$ cat src/design/hbs_pkg.sv
// Shared types, constants and register map of the histogram box smoothing unit.
package hbs_pkg;

    localparam int MAX_BINS_X_DEF = 64;
    localparam int MAX_BINS_Y_DEF = 64;
    localparam int MAX_RADIUS_DEF = 7;

    localparam int COORD_W = 6;
    localparam int COUNT_W = 7;
    localparam int RAD_W   = 3;
    localparam int VAL_W   = 32;
    localparam int SUM_W   = 40;
    localparam int PADDR_W = 4;
    localparam int PDATA_W = 32;

    localparam logic [1:0] REG_BINS_X = 2'd0;
    localparam logic [1:0] REG_BINS_Y = 2'd1;
    localparam logic [1:0] REG_RADIUS = 2'd2;

    localparam logic KIND_LOAD  = 1'b0;
    localparam logic KIND_QUERY = 1'b1;

    typedef struct packed {
        logic [COUNT_W-1:0] bins_x;
        logic [COUNT_W-1:0] bins_y;
        logic [RAD_W-1:0]   radius;
    } t_cfg;

endpackage

$ cat src/design/hbs_regs.sv
// APB configuration registers: bin counts and window radius.
module hbs_regs
    import hbs_pkg::*;
(
    input  logic               i_clk,
    input  logic               i_rst_n,
    input  logic               psel,
    input  logic               penable,
    input  logic               pwrite,
    input  logic [PADDR_W-1:0] paddr,
    input  logic [PDATA_W-1:0] pwdata,
    output logic [PDATA_W-1:0] prdata,
    output logic               pready,
    output t_cfg               o_cfg
);

    t_cfg       r_cfg;
    logic       wr_en;
    logic [1:0] reg_idx;

    assign pready  = 1'b1;
    assign wr_en   = psel && penable && pwrite && pready;
    assign reg_idx = paddr[3:2];
    assign o_cfg   = r_cfg;

    always_ff @(posedge i_clk) begin
        if (!i_rst_n) begin
            r_cfg.bins_x <= COUNT_W'(64);
            r_cfg.bins_y <= COUNT_W'(64);
            r_cfg.radius <= RAD_W'(1);
        end else if (wr_en) begin
            unique case (reg_idx)
                REG_BINS_X: r_cfg.bins_x <= pwdata[COUNT_W-1:0];
                REG_BINS_Y: r_cfg.bins_y <= pwdata[COUNT_W-1:0];
                REG_RADIUS: r_cfg.radius <= pwdata[RAD_W-1:0];
                default:    ;
            endcase
        end
    end

    always_comb begin
        unique case (reg_idx)
            REG_BINS_X: prdata = PDATA_W'(r_cfg.bins_x);
            REG_BINS_Y: prdata = PDATA_W'(r_cfg.bins_y);
            REG_RADIUS: prdata = PDATA_W'(r_cfg.radius);
            default:    prdata = '0;
        endcase
    end

endmodule

$ cat config.mk
export PLATFORM = sky130hd
export DESIGN_NAME = hbs_regs
export DESIGN_NICKNAME = d
export VERILOG_FILES = /design/src/design/hbs_pkg.sv /design/src/design/hbs_regs.sv
export SDC_FILE = /design/constraint.sdc
export NUM_CORES = 1
export LEC_CHECK = 0
export ABC_CLOCK_PERIOD_IN_PS = 2450
export BUFFER_PORTS_ARGS = -buffer_cell sky130_fd_sc_hd__buf_2
export CORE_MARGIN = 5
export CORE_UTILIZATION = 41
export CTS_BUF_LIST = sky130_fd_sc_hd__clkbuf_8
export CTS_CLUSTER_DIAMETER = 120
export DETAILED_ROUTE_END_ITERATION = 8
export PLACE_DENSITY = 0.87
export SETUP_SLACK_MARGIN = 0.5
export SLEW_MARGIN = 25
export SYNTH_ARGS = -nofsm -noshare
export SYNTH_HDL_FRONTEND = slang
export SYNTH_SLANG_ARGS = --single-unit
export TNS_END_PERCENT = 10
$ cat constraint.sdc
create_clock -name i_clk -period 2.45 [get_ports i_clk]
set_input_delay 0.245 -clock i_clk [delete_from_list [all_inputs] [get_ports i_clk]]
set_output_delay 0.245 -clock i_clk [all_outputs]
set_load 0.005 [all_outputs]
==> impl_results.md <==
- Outcome: finished clean
- RePlAce Congestion: 0.7146
- Largest net degree at the start of global routing: 25
- Post-place setup slack: 1034 ps
- Mean Syn Cell Area: 8.943 um2
- RSZ-0062 raised after global routing: no
- Layout cell share with drive strength beyond 1: between 30% and 40%
- CTS resizes: 0
- CP max stage cell: buf_2
- # hold bufs at CTS: 0
- Via-to-Cell Ratio: 4.291
- I/O Buffers: 37
- Final Net Count: 191
- FF+latch count, synth: 17
- CP arrival: 980 ps
- Total GRT Usage: 11.00%
- Share of the synthesized area in the top cell type: 33.09%
- Primary FF master, synth: dfxtp_1
- Tot Pwr: 0.5461 mW
- 1st-iter DRT viols: 14
- Grt ovf: 0
- Final hold viol count: 0
- Vias post-DR: around 770
- Leakage: 0.6218 nW
- Top delay family on crit path: buffers and inverters
- Sum Neg Setup Slack: 0 ps
- CP Buf/Inv Count: 2
- Starting Density: around 42%
- CTS tree: yes
- HP Class: input pin to register
- Cell count after synthesis: ~120
- Initial antenna violation count: 0
- Final setup vio count: 0
- Synth area leaders: dfxtp_1, mux2i_1, buf_4, nand2_1, buf_6
- # IOs: 91
- Post-synth EDFFs: 0
- Met2 GRT Util: 19.44%
- # DRC: 0
- CTS clock-pin slew for the worst setup and hold paths: 70 ps
- CP max FO: 10
- CTS Buf Count: 3
- MaxCap Viol Count: 0
- Max VDD drop: 434.2 uV
- Area grow syn2layout: 11.80%
- CP Cell Sequence: buf_2 -> mux2i_1 -> o21ai_0 -> buf_2
- TritonRoute pass-1 iters: 4
- Fin crit period: 1224 ps
- Vias in the first global route: 674
- Crit share post-route: 49.97%
- Core area: 2432 um2
- Met1 Use GR: approximately an eighth
- Synth warn: 0
- DIE AREA: approximately 3600 um2
- Post-CTS Setup Bufs: 0
- Pwr dens: 475.0 nW/um2
- Inserted Diodes: 0
- Synth unique cells: 19
- Die Ht: 60.09 um
- Die width: 60.09 um
- Crit Path Category: input pin to output port
- First-pass GRT wire length: ~3 mm
- Multi-input gate area: 529.3 um2
- Cell mode on critical path: buf_2
- Grt peak-use layer: met2
- Max H-tree Level: 1
- Rows: 18
- Achievable Freq: around 820 MHz
- Cell Area, Synth: 1028 um2
- Synth area leader: dfxtp_1
- Asr flop ratio synth: 0%
- Dpl hpwl: ~1.6 mm
- Avg WL per Cell: 11.47 um
- Setup crit end kind: output port
- Most frequent cell after synthesis: buf_4
- Max reg flops: 17
- Clk_lat worst skew: around 240 ps
- Met3 Use GR: 4.104%
- Crit path launch type: input pin
- CTS Buffer Depth: 2
- Root Buffer: clkbuf_8
- Largest stage delay, worst path: 290 ps
- Register area: 340.3 um2
- Worst Path Required: about 2200 ps
- Antenna-violating nets left: 0
- Sequential area share after synthesis: 33.09%
- Final WS setup: 1226 ps
- Post-synth top cells: buf_4, mux2i_1, nand2_1, dfxtp_1, nor2_1
- Fin Clk Skew: 0 ps
- # fillers: around 270
- Drt total wl: between 2 and 2.5 mm
- Max-slew violation count: 0
- CTS sink count: 17
-- through the flow --
| stage | util (%) | hold WS (ps) | area, um2 | cells |
|---|---|---|---|---|
| final | 47.27 | 263.2 | 1150 | 179 |
| after global routing | 47.27 | 252.1 | 1150 | 179 |
| after CTS | 47.27 | 256.0 | 1150 | 179 |
| after detailed placement | 45.37 | 463.0 | 1104 | 175 |
| after global placement | 45.37 | 457.1 | 1104 | 175 |
| after floorplan | - | 406.5 | 1119 | 139 |
-- worst register-to-register path: stages, from the launching register on --
cell and delay (ps):
dfxtp_1 350, inv_1 50, o211ai_1 180
-- path summary, 6_finish.rpt --
path / startpoint / to / slack [ps] / cells past startpoint
hold / removal: pwdata[6] / o_cfg[9] / 260 / 3
setup reg to reg: o_cfg[0] / o_cfg[0] / 1800 / 2
hold reg to reg: o_cfg[11] / o_cfg[11] / 470 / 2
setup / recovery: paddr[2] / prdata[1] / 1230 / 4
-- cells in the final DEF, fill, tap and decap left out, drive strengths merged, types with 3 or more instances in the layout --
cell	instances
buf	38
dfxtp	17
o21ai	3
conb	26
nand2	23
mux2i	23
nor2b	4
clkbuf	3
nor2	4
-- power breakdown --
part / total [mW] / internal, mW / switching, mW
sequential: 0.283 / 0.280 / 0.00261
combinational: 0.0614 / 0.0239 / 0.0375
clock: 0.202 / 0.113 / 0.0894
total: 0.546 / 0.417 / 0.129
-- cell type report --
cell class / instances / share of cell area (%)
Inverter: 1 / 0.3264
Multi-Input combinational cell: 89 / 46.03
Tap cell: 30 / 3.264
Timing Repair Buffer: 38 / 16.76
Sequential cell: 17 / 29.60
Clock buffer: 3 / 3.591
Clock inverter: 1 / 0.4353
-- routing by layer --
metal,wire length (um),vias to the layer above,part of all wire [%]
met5,0,-,0
met4,0,0,0
met3,254,0,12
met2,1001,40,49
met1,797,340,39
li1,-,388,-
-- logic make-up (layout without fill, tap and decap cells) --
logic type             Yosys count  in the layout  synth area share (%)
buffers and inverters           33             43                 24.21
and+or+nand+nor                 36             36                 17.40
AOI/OAI and AO/OA                4              4                 2.190
DFF                             17             17                 33.09
other                            2             26                0.7302
muxes                           23             23                 22.38
Note: power is estimated with default switching activity, not from simulation.
