<file path="src/design/hbs_pkg.sv">
// Shared types, constants and register map of the histogram box smoothing unit.
package hbs_pkg;

    localparam int MAX_BINS_X_DEF = 64;
    localparam int MAX_BINS_Y_DEF = 64;
    localparam int MAX_RADIUS_DEF = 7;

    localparam int COORD_W = 6;
    localparam int COUNT_W = 7;
    localparam int RAD_W   = 3;
    localparam int VAL_W   = 32;
    localparam int SUM_W   = 40;
    localparam int PADDR_W = 4;
    localparam int PDATA_W = 32;

    localparam logic [1:0] REG_BINS_X = 2'd0;
    localparam logic [1:0] REG_BINS_Y = 2'd1;
    localparam logic [1:0] REG_RADIUS = 2'd2;

    localparam logic KIND_LOAD  = 1'b0;
    localparam logic KIND_QUERY = 1'b1;

    typedef struct packed {
        logic [COUNT_W-1:0] bins_x;
        logic [COUNT_W-1:0] bins_y;
        logic [RAD_W-1:0]   radius;
    } t_cfg;

endpackage

</file>
<file path="src/design/hbs_ctrl.sv">
// Sequencer: load writes, window bounds, grid scan and accumulation, result register.
module hbs_ctrl
    import hbs_pkg::*;
#(
    parameter int MAX_BINS_X = MAX_BINS_X_DEF,
    parameter int MAX_BINS_Y = MAX_BINS_Y_DEF,
    parameter int MAX_RADIUS = MAX_RADIUS_DEF,
    localparam int XW = $clog2(MAX_BINS_X),
    localparam int YW = $clog2(MAX_BINS_Y),
    localparam int AW = XW + YW
) (
    input  logic               i_clk,
    input  logic               i_rst_n,
    input  t_cfg               i_cfg,
    input  logic               i_in_valid,
    output logic               o_in_stall,
    input  logic               i_kind,
    input  logic [COORD_W-1:0] i_bin_x,
    input  logic [COORD_W-1:0] i_bin_y,
    input  logic [VAL_W-1:0]   i_value,
    output logic               o_out_valid,
    input  logic               i_out_stall,
    output logic [SUM_W-1:0]   o_window_sum,
    output logic               o_mem_we,
    output logic [AW-1:0]      o_mem_waddr,
    output logic [VAL_W-1:0]   o_mem_wdata,
    output logic [AW-1:0]      o_mem_raddr,
    input  logic [VAL_W-1:0]   i_mem_rdata
);

    // working widths: hold a count, a coordinate plus radius, and the 7-bit registers
    localparam int XCW = ((XW + 2) > 8) ? (XW + 2) : 8;
    localparam int YCW = ((YW + 2) > 8) ? (YW + 2) : 8;

    typedef enum logic [4:0] {
        S_IDLE  = 5'b00001,
        S_BOUND = 5'b00010,
        S_SCAN  = 5'b00100,
        S_WAIT  = 5'b01000,
        S_DONE  = 5'b10000
    } t_state;

    t_state               r_state, n_state;
    logic [COORD_W-1:0]   r_cx, r_cy;
    logic [XW-1:0]        r_x, n_x, r_xhi, n_xhi;
    logic [YW-1:0]        r_y, n_y, r_ylo, n_ylo, r_yhi, n_yhi;
    logic                 r_rd_v, n_rd_v;
    logic [SUM_W-1:0]     r_acc;
    logic                 r_out_valid, n_out_valid;
    logic [SUM_W-1:0]     r_out_sum;
    logic                 out_load;

    logic                 in_acc;
    logic [XCW-1:0]       bx_ext, cx_ext, nx, rx, xlo, xhi_raw, xhi;
    logic [YCW-1:0]       by_ext, cy_ext, ny, ry, ylo, yhi_raw, yhi;
    logic                 win_empty;

    assign o_in_stall = (r_state != S_IDLE);
    assign in_acc     = i_in_valid && !o_in_stall;

    // load path: written at the accepting edge
    assign bx_ext      = XCW'(i_bin_x);
    assign by_ext      = YCW'(i_bin_y);
    assign o_mem_we    = in_acc && (i_kind == KIND_LOAD)
                         && (bx_ext < XCW'(MAX_BINS_X)) && (by_ext < YCW'(MAX_BINS_Y));
    assign o_mem_waddr = {bx_ext[XW-1:0], by_ext[YW-1:0]};
    assign o_mem_wdata = i_value;
    assign o_mem_raddr = {r_x, r_y};

    // clipped window bounds
    always_comb begin
        cx_ext = XCW'(r_cx);
        cy_ext = YCW'(r_cy);
        if (i_cfg.bins_x == '0)
            nx = XCW'(1);
        else if (XCW'(i_cfg.bins_x) > XCW'(MAX_BINS_X))
            nx = XCW'(MAX_BINS_X);
        else
            nx = XCW'(i_cfg.bins_x);
        if (i_cfg.bins_y == '0)
            ny = YCW'(1);
        else if (YCW'(i_cfg.bins_y) > YCW'(MAX_BINS_Y))
            ny = YCW'(MAX_BINS_Y);
        else
            ny = YCW'(i_cfg.bins_y);
        rx = (XCW'(i_cfg.radius) > XCW'(MAX_RADIUS)) ? XCW'(MAX_RADIUS)
                                                     : XCW'(i_cfg.radius);
        ry = (YCW'(i_cfg.radius) > YCW'(MAX_RADIUS)) ? YCW'(MAX_RADIUS)
                                                     : YCW'(i_cfg.radius);
        xlo     = (cx_ext > rx) ? (cx_ext - rx) : '0;
        ylo     = (cy_ext > ry) ? (cy_ext - ry) : '0;
        xhi_raw = cx_ext + rx;
        yhi_raw = cy_ext + ry;
        xhi     = (xhi_raw > nx - XCW'(1)) ? (nx - XCW'(1)) : xhi_raw;
        yhi     = (yhi_raw > ny - YCW'(1)) ? (ny - YCW'(1)) : yhi_raw;
        win_empty = (xlo > xhi) || (ylo > yhi);
    end

    assign out_load = (r_state == S_DONE) && (!r_out_valid || !i_out_stall);

    always_comb begin
        n_state = r_state;
        n_x     = r_x;
        n_y     = r_y;
        n_xhi   = r_xhi;
        n_ylo   = r_ylo;
        n_yhi   = r_yhi;
        n_rd_v  = 1'b0;
        unique case (r_state)
            S_IDLE: begin
                if (in_acc && (i_kind == KIND_QUERY))
                    n_state = S_BOUND;
            end
            S_BOUND: begin
                n_x   = xlo[XW-1:0];
                n_y   = ylo[YW-1:0];
                n_xhi = xhi[XW-1:0];
                n_ylo = ylo[YW-1:0];
                n_yhi = yhi[YW-1:0];
                n_state = win_empty ? S_DONE : S_SCAN;
            end
            S_SCAN: begin
                n_rd_v = 1'b1;
                if (r_y == r_yhi) begin
                    n_y = r_ylo;
                    if (r_x == r_xhi)
                        n_state = S_WAIT;
                    else
                        n_x = r_x + XW'(1);
                end else begin
                    n_y = r_y + YW'(1);
                end
            end
            S_WAIT: begin
                n_state = S_DONE;
            end
            S_DONE: begin
                if (out_load)
                    n_state = S_IDLE;
            end
            default: n_state = S_IDLE;
        endcase
    end

    always_comb begin
        n_out_valid = r_out_valid;
        if (out_load)
            n_out_valid = 1'b1;
        else if (r_out_valid && !i_out_stall)
            n_out_valid = 1'b0;
    end

    always_ff @(posedge i_clk) begin
        if (!i_rst_n) begin
            r_state     <= S_IDLE;
            r_rd_v      <= 1'b0;
            r_out_valid <= 1'b0;
        end else begin
            r_state     <= n_state;
            r_rd_v      <= n_rd_v;
            r_out_valid <= n_out_valid;
        end
    end

    always_ff @(posedge i_clk) begin
        r_x   <= n_x;
        r_y   <= n_y;
        r_xhi <= n_xhi;
        r_ylo <= n_ylo;
        r_yhi <= n_yhi;
        if (in_acc) begin
            r_cx <= i_bin_x;
            r_cy <= i_bin_y;
        end
        // read data arrives in the cycle after its address, marked by r_rd_v
        if (in_acc)
            r_acc <= '0;
        else if (r_rd_v)
            r_acc <= r_acc + {{(SUM_W-VAL_W){i_mem_rdata[VAL_W-1]}}, i_mem_rdata};
        if (out_load)
            r_out_sum <= r_acc;
    end

    assign o_out_valid  = r_out_valid;
    assign o_window_sum = r_out_sum;

`ifndef SYNTH
    a_scan_in_window: assert property (@(posedge i_clk) disable iff (!i_rst_n)
        (r_state == S_SCAN) |-> (r_x <= r_xhi) && (r_y <= r_yhi) && (r_y >= r_ylo))
        else $error("scan address outside window");
    a_write_idle: assert property (@(posedge i_clk) disable iff (!i_rst_n)
        o_mem_we |-> (r_state == S_IDLE))
        else $error("grid written while a query runs");
    a_rd_from_scan: assert property (@(posedge i_clk) disable iff (!i_rst_n)
        (r_state == S_SCAN) |=> r_rd_v)
        else $error("scan read not accumulated");
    a_wait_done: assert property (@(posedge i_clk) disable iff (!i_rst_n)
        (r_state == S_WAIT) |=> (r_state == S_DONE) && !r_rd_v)
        else $error("last read beat not closed");
`endif

endmodule

</file>
<file path="config.mk">
export PLATFORM = sky130hd
export DESIGN_NAME = hbs_ctrl
export DESIGN_NICKNAME = d
export VERILOG_FILES = /design/src/design/hbs_pkg.sv /design/src/design/hbs_ctrl.sv
export SDC_FILE = /design/constraint.sdc
export NUM_CORES = 1
export LEC_CHECK = 0
export BUFFER_PORTS_ARGS = -buffer_cell sky130_fd_sc_hd__buf_4
export CAP_MARGIN = 20
export CORE_MARGIN = 1
export CORE_UTILIZATION = 56
export DETAILED_ROUTE_END_ITERATION = 12
export PLACE_DENSITY = 0.88
export RECOVER_POWER = 100
export SYNTH_ARGS = -nofsm -noshare
export SYNTH_HDL_FRONTEND = slang
export SYNTH_SLANG_ARGS = --single-unit
</file>
<file path="constraint.sdc">
create_clock -name i_clk -period 5.36 [get_ports i_clk]
set_input_delay 1.072 -clock i_clk [delete_from_list [all_inputs] [get_ports i_clk]]
set_output_delay 1.072 -clock i_clk [all_outputs]
set_load 0.03 [all_outputs]
</file>
==> impl_metrics.py <==
metrics = {
    "outcome": {
        "outcome": "finished with violations",
        "violations": "max-capacitance violations, max-slew violations",
    },
    "die": {
        "core_area_um2": 15400,
        "fp.dieW_um": 128,
        "io_pins": 197,
        "num_rows": 45,
        "dieArea_um2": 16500,
        "start_util_pct": 58.2,
        "die_y_um": 128,
    },
    "critical_path": {
        "cp.required_ns": 5.69,
        "crit_fanout": 7,
        "crit_path_top_delay_cell": "ha_1",
        "slowest_delay_ns": 0.30,
        "arrival_ns": 5.37,
        "crit_path_start_kind": "input pin",
        "endpoint_kind": "flop",
        "crit_type": "in2reg",
    },
    "power": {
        "internal-power_mw": 2.59,
        "total_power_mw": 4.06,
        "p_sw_mw": 1.47,
        "power.density_nw_per_um2": 395,
        "netSwitchingFraction_pct": 36.2,
        "leakagePower_nw": 4.27,
        "ir_drop_v": 0.000280,
        "power_frac_seq_pct": 32.6,
        "pwr-share-clk_pct": 28.2,
        "power_frac_comb_pct": 39.2,
    },
    "sta": {
        "max_freq_ghz": 0.199,
        "setup_tns_ns": 0,
        "slew-limit-headroom_pct": -57.0,
        "fin_crit_ns": 5.03,
        "min_period_over_period_pct": 93.9,
        "final_hold_viol_count": 0,
        "worstMarginPinSlew_ns": 2.36,
        "finalMaxSlewViolations": 79,
        "fin_skew_ns": 0.00732,
        "fin_ws_ns": 0.327,
        "setup_viol": 0,
    },
    "final_layout": {
        "nNetsFinal": 1228,
        "antenna_cells": 0,
        "syn2layout_area_growth_pct": 14.7,
        "drive_gt1_share_pct": 14.0,
        "fin_area_um2": 10300,
    },
    "logic_synthesis": {
        "synth_xor_area_share_pct": 6.17,
        "synth-compound-area-share_pct": 16.4,
        "synth_fa_ha_area_share_pct": 13.0,
        "yosysMostFrequentCell": "ha_1",
        "muxShareOfSynthArea_pct": 5.48,
        "synth_area_leaders": "edfxtp_1 (28%), ha_1 (12%), dfxtp_1 (11%), buf_4 (3.8%), a21oi_1 (3.5%)",
        "synth_top_family_by_area": "compound AO/OA/AOI/OAI gates",
        "syn_inst": 930,
        "synth_edf_count": 82,
        "synth_seq_cells": 129,
        "ys_types": 71,
        "synth_top_area_cell": "edfxtp_1",
        "avgSynthCellArea_um2": 9.62,
        "ys_seq_area_share_pct": 38.1,
        "yosys.area_share.simple_pct": 14.0,
        "synthTopCellsByCount": "ha_1 (84), edfxtp_1 (82), nor2_1 (73), nand2_1 (67), a21oi_1 (63)",
        "synthFlopType": "edfxtp_1",
        "synth_area_um2": 8940,
        "postSynth.asyncResetShare_pct": 0,
        "yosys_warnings": 0,
        "synth_top_cell_area_share_pct": 27.5,
    },
    "job": {
        "drv_cap": 2,
    },
    "drt": {
        "first_pass_iters": 5,
        "detail-route-antenna-nets": 0,
        "route.detailed.drc": 0,
        "avgRoutedWirePerCell_um": 16.4,
        "postRouteWirelength_um": 20800,
        "via_per_inst": 5.77,
        "first_iter_violations": 532,
        "vias": 7293,
    },
    "global_route": {
        "overflow": 0,
        "grt_pass1_wl_um": 33100,
        "grt_pass1_vias": 6997,
        "grt_usage_pct": 25.9,
        "grt_max_degree": 41,
        "antenna_found_initial": 0,
    },
    "clocking": {
        "clock-sinks": 129,
        "numCtsBuffers": 17,
        "clock_latency_ns": 0.42,
        "cts-htree-levels": 4,
        "holdBufCountCts": 0,
        "clock_path_buffers": 2,
        "path_clk_slew_ns": 0.06,
        "cts-root-buf": "clkbuf_16",
        "cts_tree": "done",
    },
    "placed_design": {
        "place_hpwl_um": 15500,
        "port_buffers": 132,
        "placed_cell_area_um2": 9970,
        "gp_congestion": 0.908,
        "place_ws_ns": -0.401,
    },
    "worst_hold_path": {
        "hold_path_class": "reg2reg",
    },
}
power by group through the flow:
stage	registers (mW)	logic [mW]	clock network [mW]
3_5_place_dp	1.34	1.57	0
2_1_floorplan	1.32	1.20	0
3_3_place_gp	1.34	1.51	0
6_report	1.32	1.59	1.14
4_1_cts	1.32	1.58	1.16
5_1_grt	1.33	1.77	1.21
worst paths after layout:
check / startpoint / endpoint / slack [ns] / cells past startpoint
worst min-delay path: r_acc[39] / o_window_sum[39] / 0.46 / 0
worst max register to register: r_cx[0] / r_state[2] / 0.69 / 24
worst min register to register: r_acc[39] / o_window_sum[39] / 0.46 / 0
worst max-delay path: i_cfg[11] / r_state[2] / 0.33 / 26
sequential cells by signal (all words and copies together) (netlist names):
| register | cells |
|---|---|
| r_cx | 6 |
| r_x | 6 |
| r_ylo | 6 |
| r_acc | 40 |
| r_yhi | 6 |
| o_window_sum | 40 |
| r_cy | 6 |
| r_rd_v | 1 |
| o_out_valid | 1 |
| r_state | 5 |
| r_y | 6 |
| r_xhi | 6 |
placed cells by master, fill, tap and decap left out, types with 35 or more instances in the layout:
cell      Yosys  final
edfxtp_1     82     82
nand2_1      67     67
xnor2_1      36     35
buf_4        45     77
ha_1         84     84
nor2_1       73     73
a21oi_1      63     61
inv_1        45     45
dfxtp_1      47     47
clkbuf_1     19     74
o21ai_0      50     55
per-layer routing:
| metal | vias up | wire [um] | GRT usage, % |
|---|---|---|---|
| li1 | 3571 | - | - |
| met1 | 3404 | 8700 | 30.2 |
| met2 | 269 | 10100 | 45.0 |
| met3 | 49 | 1410 | 7.78 |
| met4 | 0 | 541 | 9.48 |
| met5 | - | 0 | 0 |
cell type report:
| cell class | count | area, um^2 |
|---|---|---|
| Timing Repair Buffer | 160 | 923 |
| Inverter | 47 | 176 |
| Multi-Input combinational cell | 686 | 4910 |
| Fill cell | 1307 | 5110 |
| Clock inverter | 15 | 159 |
| Sequential cell | 129 | 3400 |
| Tap cell | 211 | 264 |
| Clock buffer | 17 | 425 |
critical path, delay by kind of cell:
kind / cells / cell delay [ns]
buffers and inverters: 3 / 0.40
adder cells (fa/ha/maj): 3 / 0.90
multiplexers: 1 / 0.27
AND/OR/NAND/NOR: 6 / 0.78
AO/OA/AOI/OAI: 13 / 1.92
stage by stage:
stage               utilization [%]  hold slack (ns)  cells
detailed placement             64.9            0.445   1230
global route                   66.8            0.473   1265
floorplan                         -            0.429    931
CTS                            68.7            0.460   1262
finish                         66.8            0.459   1265
global placement               64.9            0.441   1230
cells by family after synthesis:
family | count (synthesis)
fa+ha+maj | 90
flops | 129
buf+inv | 116
simple gates | 260
compound gates | 224
mux | 47
xor+xnor | 63
other cells | 1
timing repair:
| action | CTS | global route |
|---|---|---|
| endpoints found under the setup margin | 0 | 2 |
| endpoints found under the hold margin | 0 | 0 |
| gates resized for setup | 0 | 3 |
| buffers inserted | 0 | 2 |
(Power assumes the default switching activity.)
